$ cat src/rtl/core/brbs_pkg.sv
// ----------------------------------------------------------------------------
// brbs_pkg
// shared types and constants for the byte ring buffer with search
// ----------------------------------------------------------------------------
`default_nettype none

package brbs_pkg;

    localparam int DEPTH_DEF = 256;
    localparam int CAP_W     = 9;
    localparam int CNT_W     = 9;
    localparam int BYTE_W    = 8;
    localparam int FUNC_W    = 3;
    localparam int POS_W     = 8;
    localparam int CAP_RESET = 256;

    typedef enum logic [FUNC_W-1:0] {
        FN_PUSH        = 3'd0,
        FN_POP         = 3'd1,
        FN_PEEK_LAST   = 3'd2,
        FN_REMOVE_LAST = 3'd3,
        FN_FIND        = 3'd4,
        FN_CLEAR       = 3'd5
    } func_t;

    typedef enum logic [1:0] {
        ST_IDLE,
        ST_READ,
        ST_FIND
    } state_t;

endpackage

`default_nettype wire

$ cat src/rtl/core/byte_ring_buffer_with_search.sv
// ----------------------------------------------------------------------------
// byte_ring_buffer_with_search
// byte ring buffer with programmable capacity and a linear search sequencer
// ----------------------------------------------------------------------------
// push, remove last, clear and refused operations give their result in the cycle
//   after acceptance; pop and peek last pass through the read state (registered ram read)
// find reads one stored byte per cycle, in order from the head, through the
//   single ram read port, compared by one byte comparator; a new item is taken
//   once the result is out or being taken
// reset: ring empty, both pointers 0, capacity min(256, DEPTH); storage not cleared
`default_nettype none

module byte_ring_buffer_with_search #(
    parameter int DEPTH = brbs_pkg::DEPTH_DEF,
    localparam int AW   = $clog2(DEPTH)
) (
    input  wire logic                          clk,
    input  wire logic                          rst_n,
    // configuration
    input  wire logic                          cfg_valid,
    output logic                               cfg_ready,
    input  wire logic [brbs_pkg::CAP_W-1:0]    capacity,
    // input items
    input  wire logic                          in_valid,
    output logic                               in_ready,
    input  wire logic [brbs_pkg::FUNC_W-1:0]   func,
    input  wire logic [brbs_pkg::BYTE_W-1:0]   data_byte,
    // result items
    output logic                               out_valid,
    input  wire logic                          out_ready,
    output logic                               ok,
    output logic      [brbs_pkg::BYTE_W-1:0]   read_byte,
    output logic      [brbs_pkg::POS_W-1:0]    position,
    output logic      [brbs_pkg::CNT_W-1:0]    fill_count
);

    localparam int CAP_W  = brbs_pkg::CAP_W;
    localparam int CNT_W  = brbs_pkg::CNT_W;
    localparam int BYTE_W = brbs_pkg::BYTE_W;
    localparam int POS_W  = brbs_pkg::POS_W;
    localparam logic [CAP_W-1:0] CAP_RST =
        CAP_W'((DEPTH < brbs_pkg::CAP_RESET) ? DEPTH : brbs_pkg::CAP_RESET);

    function automatic logic [AW-1:0] ptr_inc(input logic [AW-1:0] i,
                                              input logic [CAP_W-1:0] c);
        logic [31:0] s;
        begin
            s = 32'(i) + 32'd1;
            return (s >= 32'(c)) ? '0 : AW'(s);
        end
    endfunction

    function automatic logic [AW-1:0] ptr_dec(input logic [AW-1:0] i,
                                              input logic [CAP_W-1:0] c);
        return (i == '0) ? AW'(32'(c) - 32'd1) : i - AW'(1);
    endfunction

    brbs_pkg::state_t st_reg, st_next;
    logic [CAP_W-1:0]  cap_reg, cap_next;
    logic [AW-1:0]     head_reg, head_next;
    logic [AW-1:0]     tail_reg, tail_next;
    logic [CNT_W-1:0]  count_reg, count_next;
    logic [AW-1:0]     scan_reg, scan_next;
    logic [CNT_W-1:0]  idx_reg, idx_next;
    logic [BYTE_W-1:0] key_reg, key_next;
    logic              out_valid_reg, out_valid_next;
    logic              ok_reg;
    logic [BYTE_W-1:0] read_byte_reg;
    logic [POS_W-1:0]  position_reg;
    logic [CNT_W-1:0]  fill_count_reg;

    logic              load;
    logic              ok_n;
    logic [BYTE_W-1:0] rd_n;
    logic [POS_W-1:0]  pos_n;
    logic              in_fire;
    logic              cfg_fire;
    logic [CAP_W-1:0]  cap_sat;

    logic              ram_we;
    logic [AW-1:0]     ram_waddr;
    logic [BYTE_W-1:0] ram_wdata;
    logic [AW-1:0]     ram_raddr;
    logic [BYTE_W-1:0] ram_rdata;

    brbs_ram #(
        .WIDTH (BYTE_W),
        .DEPTH (DEPTH)
    ) u_ram (
        .clk   (clk),
        .we    (ram_we),
        .waddr (ram_waddr),
        .wdata (ram_wdata),
        .raddr (ram_raddr),
        .rdata (ram_rdata)
    );

    assign in_ready  = (st_reg == brbs_pkg::ST_IDLE) && (!out_valid_reg || out_ready);
    assign cfg_ready = (st_reg == brbs_pkg::ST_IDLE);
    assign in_fire   = in_valid && in_ready;
    assign cfg_fire  = cfg_valid && cfg_ready;

    // capacity zero becomes one, anything beyond the storage becomes DEPTH
    always_comb
    begin
        priority if (capacity == '0)
        begin
            cap_sat = CAP_W'(1);
        end
        else if (32'(capacity) > 32'(DEPTH))
        begin
            cap_sat = CAP_W'(DEPTH);
        end
        else
        begin
            cap_sat = capacity;
        end
    end

    always_comb
    begin
        st_next    = st_reg;
        cap_next   = cap_reg;
        head_next  = head_reg;
        tail_next  = tail_reg;
        count_next = count_reg;
        scan_next  = scan_reg;
        idx_next   = idx_reg;
        key_next   = key_reg;
        ram_we     = 1'b0;
        ram_waddr  = tail_reg;
        ram_wdata  = data_byte;
        ram_raddr  = scan_reg;
        load       = 1'b0;
        ok_n       = 1'b0;
        rd_n       = '0;
        pos_n      = '0;

        unique case (st_reg)
            brbs_pkg::ST_IDLE:
            begin
                unique case (func)
                    brbs_pkg::FN_PEEK_LAST: ram_raddr = ptr_dec(tail_reg, cap_reg);
                    default:                ram_raddr = head_reg;
                endcase
                if (in_fire)
                begin
                    unique case (func)
                        brbs_pkg::FN_PUSH:
                        begin
                            load = 1'b1;
                            if (32'(count_reg) < 32'(cap_reg))
                            begin
                                ram_we     = 1'b1;
                                tail_next  = ptr_inc(tail_reg, cap_reg);
                                count_next = count_reg + CNT_W'(1);
                                ok_n       = 1'b1;
                            end
                        end
                        brbs_pkg::FN_POP:
                        begin
                            if (count_reg != '0)
                            begin
                                head_next  = ptr_inc(head_reg, cap_reg);
                                count_next = count_reg - CNT_W'(1);
                                st_next    = brbs_pkg::ST_READ;
                            end
                            else
                            begin
                                load = 1'b1;
                            end
                        end
                        brbs_pkg::FN_PEEK_LAST:
                        begin
                            if (count_reg != '0)
                            begin
                                st_next = brbs_pkg::ST_READ;
                            end
                            else
                            begin
                                load = 1'b1;
                            end
                        end
                        brbs_pkg::FN_REMOVE_LAST:
                        begin
                            load = 1'b1;
                            if (count_reg != '0)
                            begin
                                tail_next  = ptr_dec(tail_reg, cap_reg);
                                count_next = count_reg - CNT_W'(1);
                                ok_n       = 1'b1;
                            end
                        end
                        brbs_pkg::FN_FIND:
                        begin
                            if (count_reg != '0)
                            begin
                                scan_next = ptr_inc(head_reg, cap_reg);
                                idx_next  = '0;
                                key_next  = data_byte;
                                st_next   = brbs_pkg::ST_FIND;
                            end
                            else
                            begin
                                load = 1'b1;
                            end
                        end
                        brbs_pkg::FN_CLEAR:
                        begin
                            load       = 1'b1;
                            head_next  = '0;
                            tail_next  = '0;
                            count_next = '0;
                            ok_n       = 1'b1;
                        end
                        default:
                        begin
                            load = 1'b1;
                        end
                    endcase
                end
                if (cfg_fire)
                begin
                    cap_next   = cap_sat;
                    head_next  = '0;
                    tail_next  = '0;
                    count_next = '0;
                end
            end
            brbs_pkg::ST_READ:
            begin
                load    = 1'b1;
                ok_n    = 1'b1;
                rd_n    = ram_rdata;
                st_next = brbs_pkg::ST_IDLE;
            end
            brbs_pkg::ST_FIND:
            begin
                // ram data belongs to entry idx_reg, next address already issued
                scan_next = ptr_inc(scan_reg, cap_reg);
                idx_next  = idx_reg + CNT_W'(1);
                priority if (ram_rdata == key_reg)
                begin
                    load    = 1'b1;
                    ok_n    = 1'b1;
                    pos_n   = POS_W'(idx_reg);
                    st_next = brbs_pkg::ST_IDLE;
                end
                else if (idx_next == count_reg)
                begin
                    load    = 1'b1;
                    st_next = brbs_pkg::ST_IDLE;
                end
            end
            default:
            begin
                st_next = brbs_pkg::ST_IDLE;
            end
        endcase

        out_valid_next = load ? 1'b1 : (out_valid_reg && !out_ready);
    end

    always_ff @(posedge clk or negedge rst_n)
    begin
        if (!rst_n)
        begin
            st_reg        <= brbs_pkg::ST_IDLE;
            cap_reg       <= CAP_RST;
            head_reg      <= '0;
            tail_reg      <= '0;
            count_reg     <= '0;
            scan_reg      <= '0;
            idx_reg       <= '0;
            out_valid_reg <= 1'b0;
        end
        else
        begin
            st_reg        <= st_next;
            cap_reg       <= cap_next;
            head_reg      <= head_next;
            tail_reg      <= tail_next;
            count_reg     <= count_next;
            scan_reg      <= scan_next;
            idx_reg       <= idx_next;
            out_valid_reg <= out_valid_next;
        end
    end

    always_ff @(posedge clk)
    begin
        key_reg <= key_next;
        if (load)
        begin
            ok_reg         <= ok_n;
            read_byte_reg  <= rd_n;
            position_reg   <= pos_n;
            fill_count_reg <= count_next;
        end
    end

    assign out_valid  = out_valid_reg;
    assign ok         = ok_reg;
    assign read_byte  = read_byte_reg;
    assign position   = position_reg;
    assign fill_count = fill_count_reg;

    a_count_in_cap: assert property (@(posedge clk) disable iff (!rst_n)
        32'(count_reg) <= 32'(cap_reg))
        else $error("fill count above capacity");

    a_ptr_in_ring: assert property (@(posedge clk) disable iff (!rst_n)
        (32'(head_reg) < 32'(cap_reg)) && (32'(tail_reg) < 32'(cap_reg)))
        else $error("pointer outside ring");

    a_find_bound: assert property (@(posedge clk) disable iff (!rst_n)
        (st_reg == brbs_pkg::ST_FIND) |-> (idx_reg < count_reg))
        else $error("search ran past stored bytes");

    a_busy_slot_free: assert property (@(posedge clk) disable iff (!rst_n)
        (st_reg != brbs_pkg::ST_IDLE) |-> !out_valid_reg)
        else $error("result slot occupied while busy");

endmodule

`default_nettype wire

$ cat src/rtl/core/brbs_ram.sv
// ----------------------------------------------------------------------------
// brbs_ram
// generic single write, single read ram with registered read data
// ----------------------------------------------------------------------------
`default_nettype none

module brbs_ram #(
    parameter int WIDTH = brbs_pkg::BYTE_W,
    parameter int DEPTH = brbs_pkg::DEPTH_DEF,
    localparam int AW   = (DEPTH > 1) ? $clog2(DEPTH) : 1
) (
    input  wire logic             clk,
    input  wire logic             we,
    input  wire logic [AW-1:0]    waddr,
    input  wire logic [WIDTH-1:0] wdata,
    input  wire logic [AW-1:0]    raddr,
    output logic      [WIDTH-1:0] rdata
);

    logic [WIDTH-1:0] mem [DEPTH];

    always_ff @(posedge clk)
    begin
        if (we)
        begin
            mem[waddr] <= wdata;
        end
        rdata <= mem[raddr];
    end

endmodule

`default_nettype wire

$ cat config.mk
export PLATFORM = sky130hd
export DESIGN_NAME = byte_ring_buffer_with_search
export DESIGN_NICKNAME = d
export VERILOG_FILES = /design/src/rtl/core/brbs_pkg.sv /design/src/rtl/core/byte_ring_buffer_with_search.sv /design/src/rtl/core/brbs_ram.sv
export SDC_FILE = /design/constraint.sdc
export NUM_CORES = 2
export LEC_CHECK = 0
export ABC_AREA = 0
export BUFFER_PORTS_ARGS = -buffer_cell sky130_fd_sc_hd__clkbuf_2
export CAP_MARGIN = 10
export CORE_UTILIZATION = 36
export CTS_CLUSTER_SIZE = 14
export DETAILED_ROUTE_END_ITERATION = 7
export PLACE_DENSITY = 0.61
export SLEW_MARGIN = 10
export SYNTH_ARGS = -nofsm -noshare
export SYNTH_HDL_FRONTEND = slang
export SYNTH_SLANG_ARGS = --single-unit
$ cat constraint.sdc
create_clock -name clk -period 9 [get_ports clk]
set_clock_uncertainty 0.05 [all_clocks]
set_input_delay 0.9 -clock clk [delete_from_list [all_inputs] [get_ports clk]]
set_output_delay 0.9 -clock clk [all_outputs]
set_load 0.005 [all_outputs]
==> impl_metrics.tcl <==
set metrics [dict create \
    pre_cts_slack_ns 1.65 \
    cts_made_buffers 213 \
    async_reset_ff_share_pct 2.52 \
    die_y_um 494 \
    finalSetupViolCount 0 \
    nets 6455 \
    syn_nets 6479 \
    pwr-share-clk_pct 32.8 \
    final.setup.worst_slack_ns 1.42 \
    layout-drive-gt1-share_pct 8.65 \
    cts.hold.buffers_added 0 \
    layoutNonFillerInstCount 9753 \
    drtPass1Iterations 8 \
    dpl.cell_count 9355 \
    required_ns 9.76 \
    synth.avg_cell_area_um2 13.6 \
    cts_htree_levels 4 \
    fin_crit_sh_pct 84.2 \
    syn_area_um2 87200 \
    criticalPathCategory "register to register" \
    ys_ff_latch 2144 \
    cap_viol_max_count 0 \
    grt_max_degree 126 \
    antenna_found_initial 13 \
    r2r_setup_slack_ns 1.42 \
    start_util_pct 36.2 \
    p_switching_uw 9080 \
    ant_nets 0 \
    clock-sinks 2144 \
    worst_pin_slew_ns 1.35 \
    seq_area_um2 64000 \
    grt_usage_pct 22.0 \
    grt_pass1_wl_um 393000 \
    coreArea_um2 241000 \
    dp_hpwl_um 161000 \
    ys.flop_type "edfxtp_1" \
    cts_tree "yes" \
    slew_headroom_pct 9.52 \
    largest_reg_flops 2048 \
    hold_viol_final 0 \
    clock_path_buffers 3 \
    worstSetupStartpointType "register" \
    io_pins 54 \
    wl_per_cell_um 28.0 \
    setup_tns_ns 0 \
    vias 56768 \
    path_max_fanout 20 \
    slew_violations 0 \
    nFillCells 21811 \
    drt_iter0_drc 8117 \
    root_buffer "clkbuf_16" \
    yosysWarnings 0 \
    pwr-share-seq_pct 41.3 \
    gr-total-overflow 0 \
    critPathArrivalTime_ns 8.34 \
    io_buffers 53 \
    synth-edff-count 2082 \
    cts-resized-gates 0 \
    synth_cells 6409 \
    cts_setup_buffers 0 \
    clock_latency_ns 0.89 \
    vias_per_cell 5.82 \
    ir_drop_mv 0.227 \
    fp-row-count 180 \
    rsz0062_at_grt "false" \
    switching_share_pct 33.4 \
    die_x_um 494 \
    fmax_mhz 132 \
    yosysSeqAreaShare_pct 73.4 \
    yosysUniqueCellTypes 90 \
    pwr_density_cell_nw_per_um2 277 \
    gp_congestion 0.901 \
    hold_class "input port to asynchronous set/reset pin" \
    area_delta_synth_final_pct 12.5 \
    status "finished with violations" \
    totalWireLength_um 273000 \
    regMostFlops "u_ram.mem" \
    internal-power_uw 18100 \
    worst_setup_path_end_kind "register" \
    dieArea_um2 244000 \
    drc 1 \
    pwr-share-comb_pct 25.9 \
    multi_input_area_um2 21300 \
    power_leakage_uw 0.0330 \
    violations "DRC" \
    fin_crit_ns 7.58 \
    grt_pass1_vias 53925 \
    clk_pin_slew_ns 0.06 \
]
==> metrics by stage <==
step	hold WS, ns	total power (µW)	instance area [µm²]	utilization [%]
finish	0.160	27200	98100	40.8
global route	0.204	28000	98100	40.8
CTS	0.135	27200	98100	40.7
detailed placement	0.445	18400	91200	37.9
global placement	0.436	18300	91100	37.9
floorplan	0.419	15500	87200	-
==> placed cells by master, fill, tap and decap left out, drive strengths merged, types with 144 or more instances in the layout <==
master / netlist / final
buf: 284 / 144
nor2: 327 / 327
nand3: 417 / 417
a21oi: 155 / 155
a32oi: 174 / 174
edfxtp: 2082 / 2082
mux2i: 197 / 197
o21ai: 188 / 188
clkbuf: 151 / 308
nand2: 1456 / 1456
==> critical path, stage by stage, from the launching register on <==
cell	delay [ns]
dfrtp_1	0.46
inv_1	0.18
ha_1	0.32
or3b_2	0.86
nor2_1	0.33
a21oi_1	0.11
ha_1	0.27
or4b_2	0.23
a31oi_1	0.06
a2111oi_0	0.65
a2bb2oi_4	0.77
nand2b_1	0.84
buf_4	0.31
a31oi_1	0.08
nor4_1	0.93
o22ai_1	0.15
nor3_1	0.65
and3_1	0.25
==> cells in the mapped netlist (15+ instances only) <==
library cell  number  area share (%)
a21oi_1          153            0.88
a22o_1            15            0.15
dfrtp_1           53             1.5
mux2i_1          197             2.3
a32oi_1          174             1.7
ha_1              45            0.65
a211oi_1          57            0.49
nand4_1           33            0.24
nor2_1           325             1.4
nor4_1            20            0.14
nand3_1          417             2.4
inv_1             36            0.15
xnor2_1           23            0.23
clkbuf_1         150            0.65
o22ai_1           19            0.14
buf_1             57            0.25
a21o_1            20            0.17
a22oi_1           34            0.29
a31oi_1          124            0.89
buf_2            217             1.2
and2_1            19            0.14
a221o_1           82            0.94
o21ai_0          178             1.0
and3_1           113            0.81
xor2_1            23            0.23
edfxtp_1        2082              72
nand2_1         1456             6.3
nor3_1            25            0.14
a311oi_1          37            0.37
==> worst paths after layout <==
path,end,depth (start not counted),startpoint
max in group asynchronous,st_reg[0]$_DFFE_PN0P_,2,rst_n
max reg2reg,u_ram.rdata[0]$_DFF_P_,17,ram_waddr[0]$_DFFE_PN0P_
max,u_ram.rdata[0]$_DFF_P_,17,ram_waddr[0]$_DFFE_PN0P_
min,head_reg[5]$_DFFE_PN0P_,2,rst_n
min reg2reg,idx_reg[8]$_DFFE_PN0P_,2,idx_reg[8]$_DFFE_PN0P_
min in group clk,cap_reg[4]$_DFFE_PN0P_,3,capacity[4]
==> area by class of cell <==
cell class	instances	area share [%]
Multi-Input combinational cell	3793	21.7
Clock inverter	139	1.43
Tap cell	3185	4.06
Sequential cell	2144	65.3
Clock buffer	256	5.65
Timing Repair Buffer	196	1.72
Inverter	37	0.142
Antenna cell	3	0.00765
==> routing by layer <==
metal / global-route usage [%] / part of all wire, % / up-vias
met5: 0 / 0.017 / -
met4: 10.0 / 4.7 / 6
met3: 4.33 / 10 / 579
met2: 34.0 / 46 / 3328
met1: 30.0 / 39 / 28675
li1: - / - / 24180
==> cell families (layout without fill, tap and decap cells) <==
logic type	Yosys count	after routing	synth area share, %
fa+ha+maj	45	45	0.645
flops	2144	2144	73.4
compound gates	1011	1011	8.30
mux	216	216	2.69
xor+xnor	46	46	0.462
other cells	0	3	0
buf+inv	472	628	2.39
simple gates	2475	2475	12.1
==> power by group through the flow <==
stage          combinational (µW)  clock [µW]  sequential [µW]
2_1_floorplan                4200           0            11400
3_3_place_gp                 6910           0            11400
3_5_place_dp                 6940           0            11400
4_1_cts                      6960        8980            11200
5_1_grt                      7470        9350            11200
6_report                     7060        8920            11200
Power figures use the tool's default switching activity.
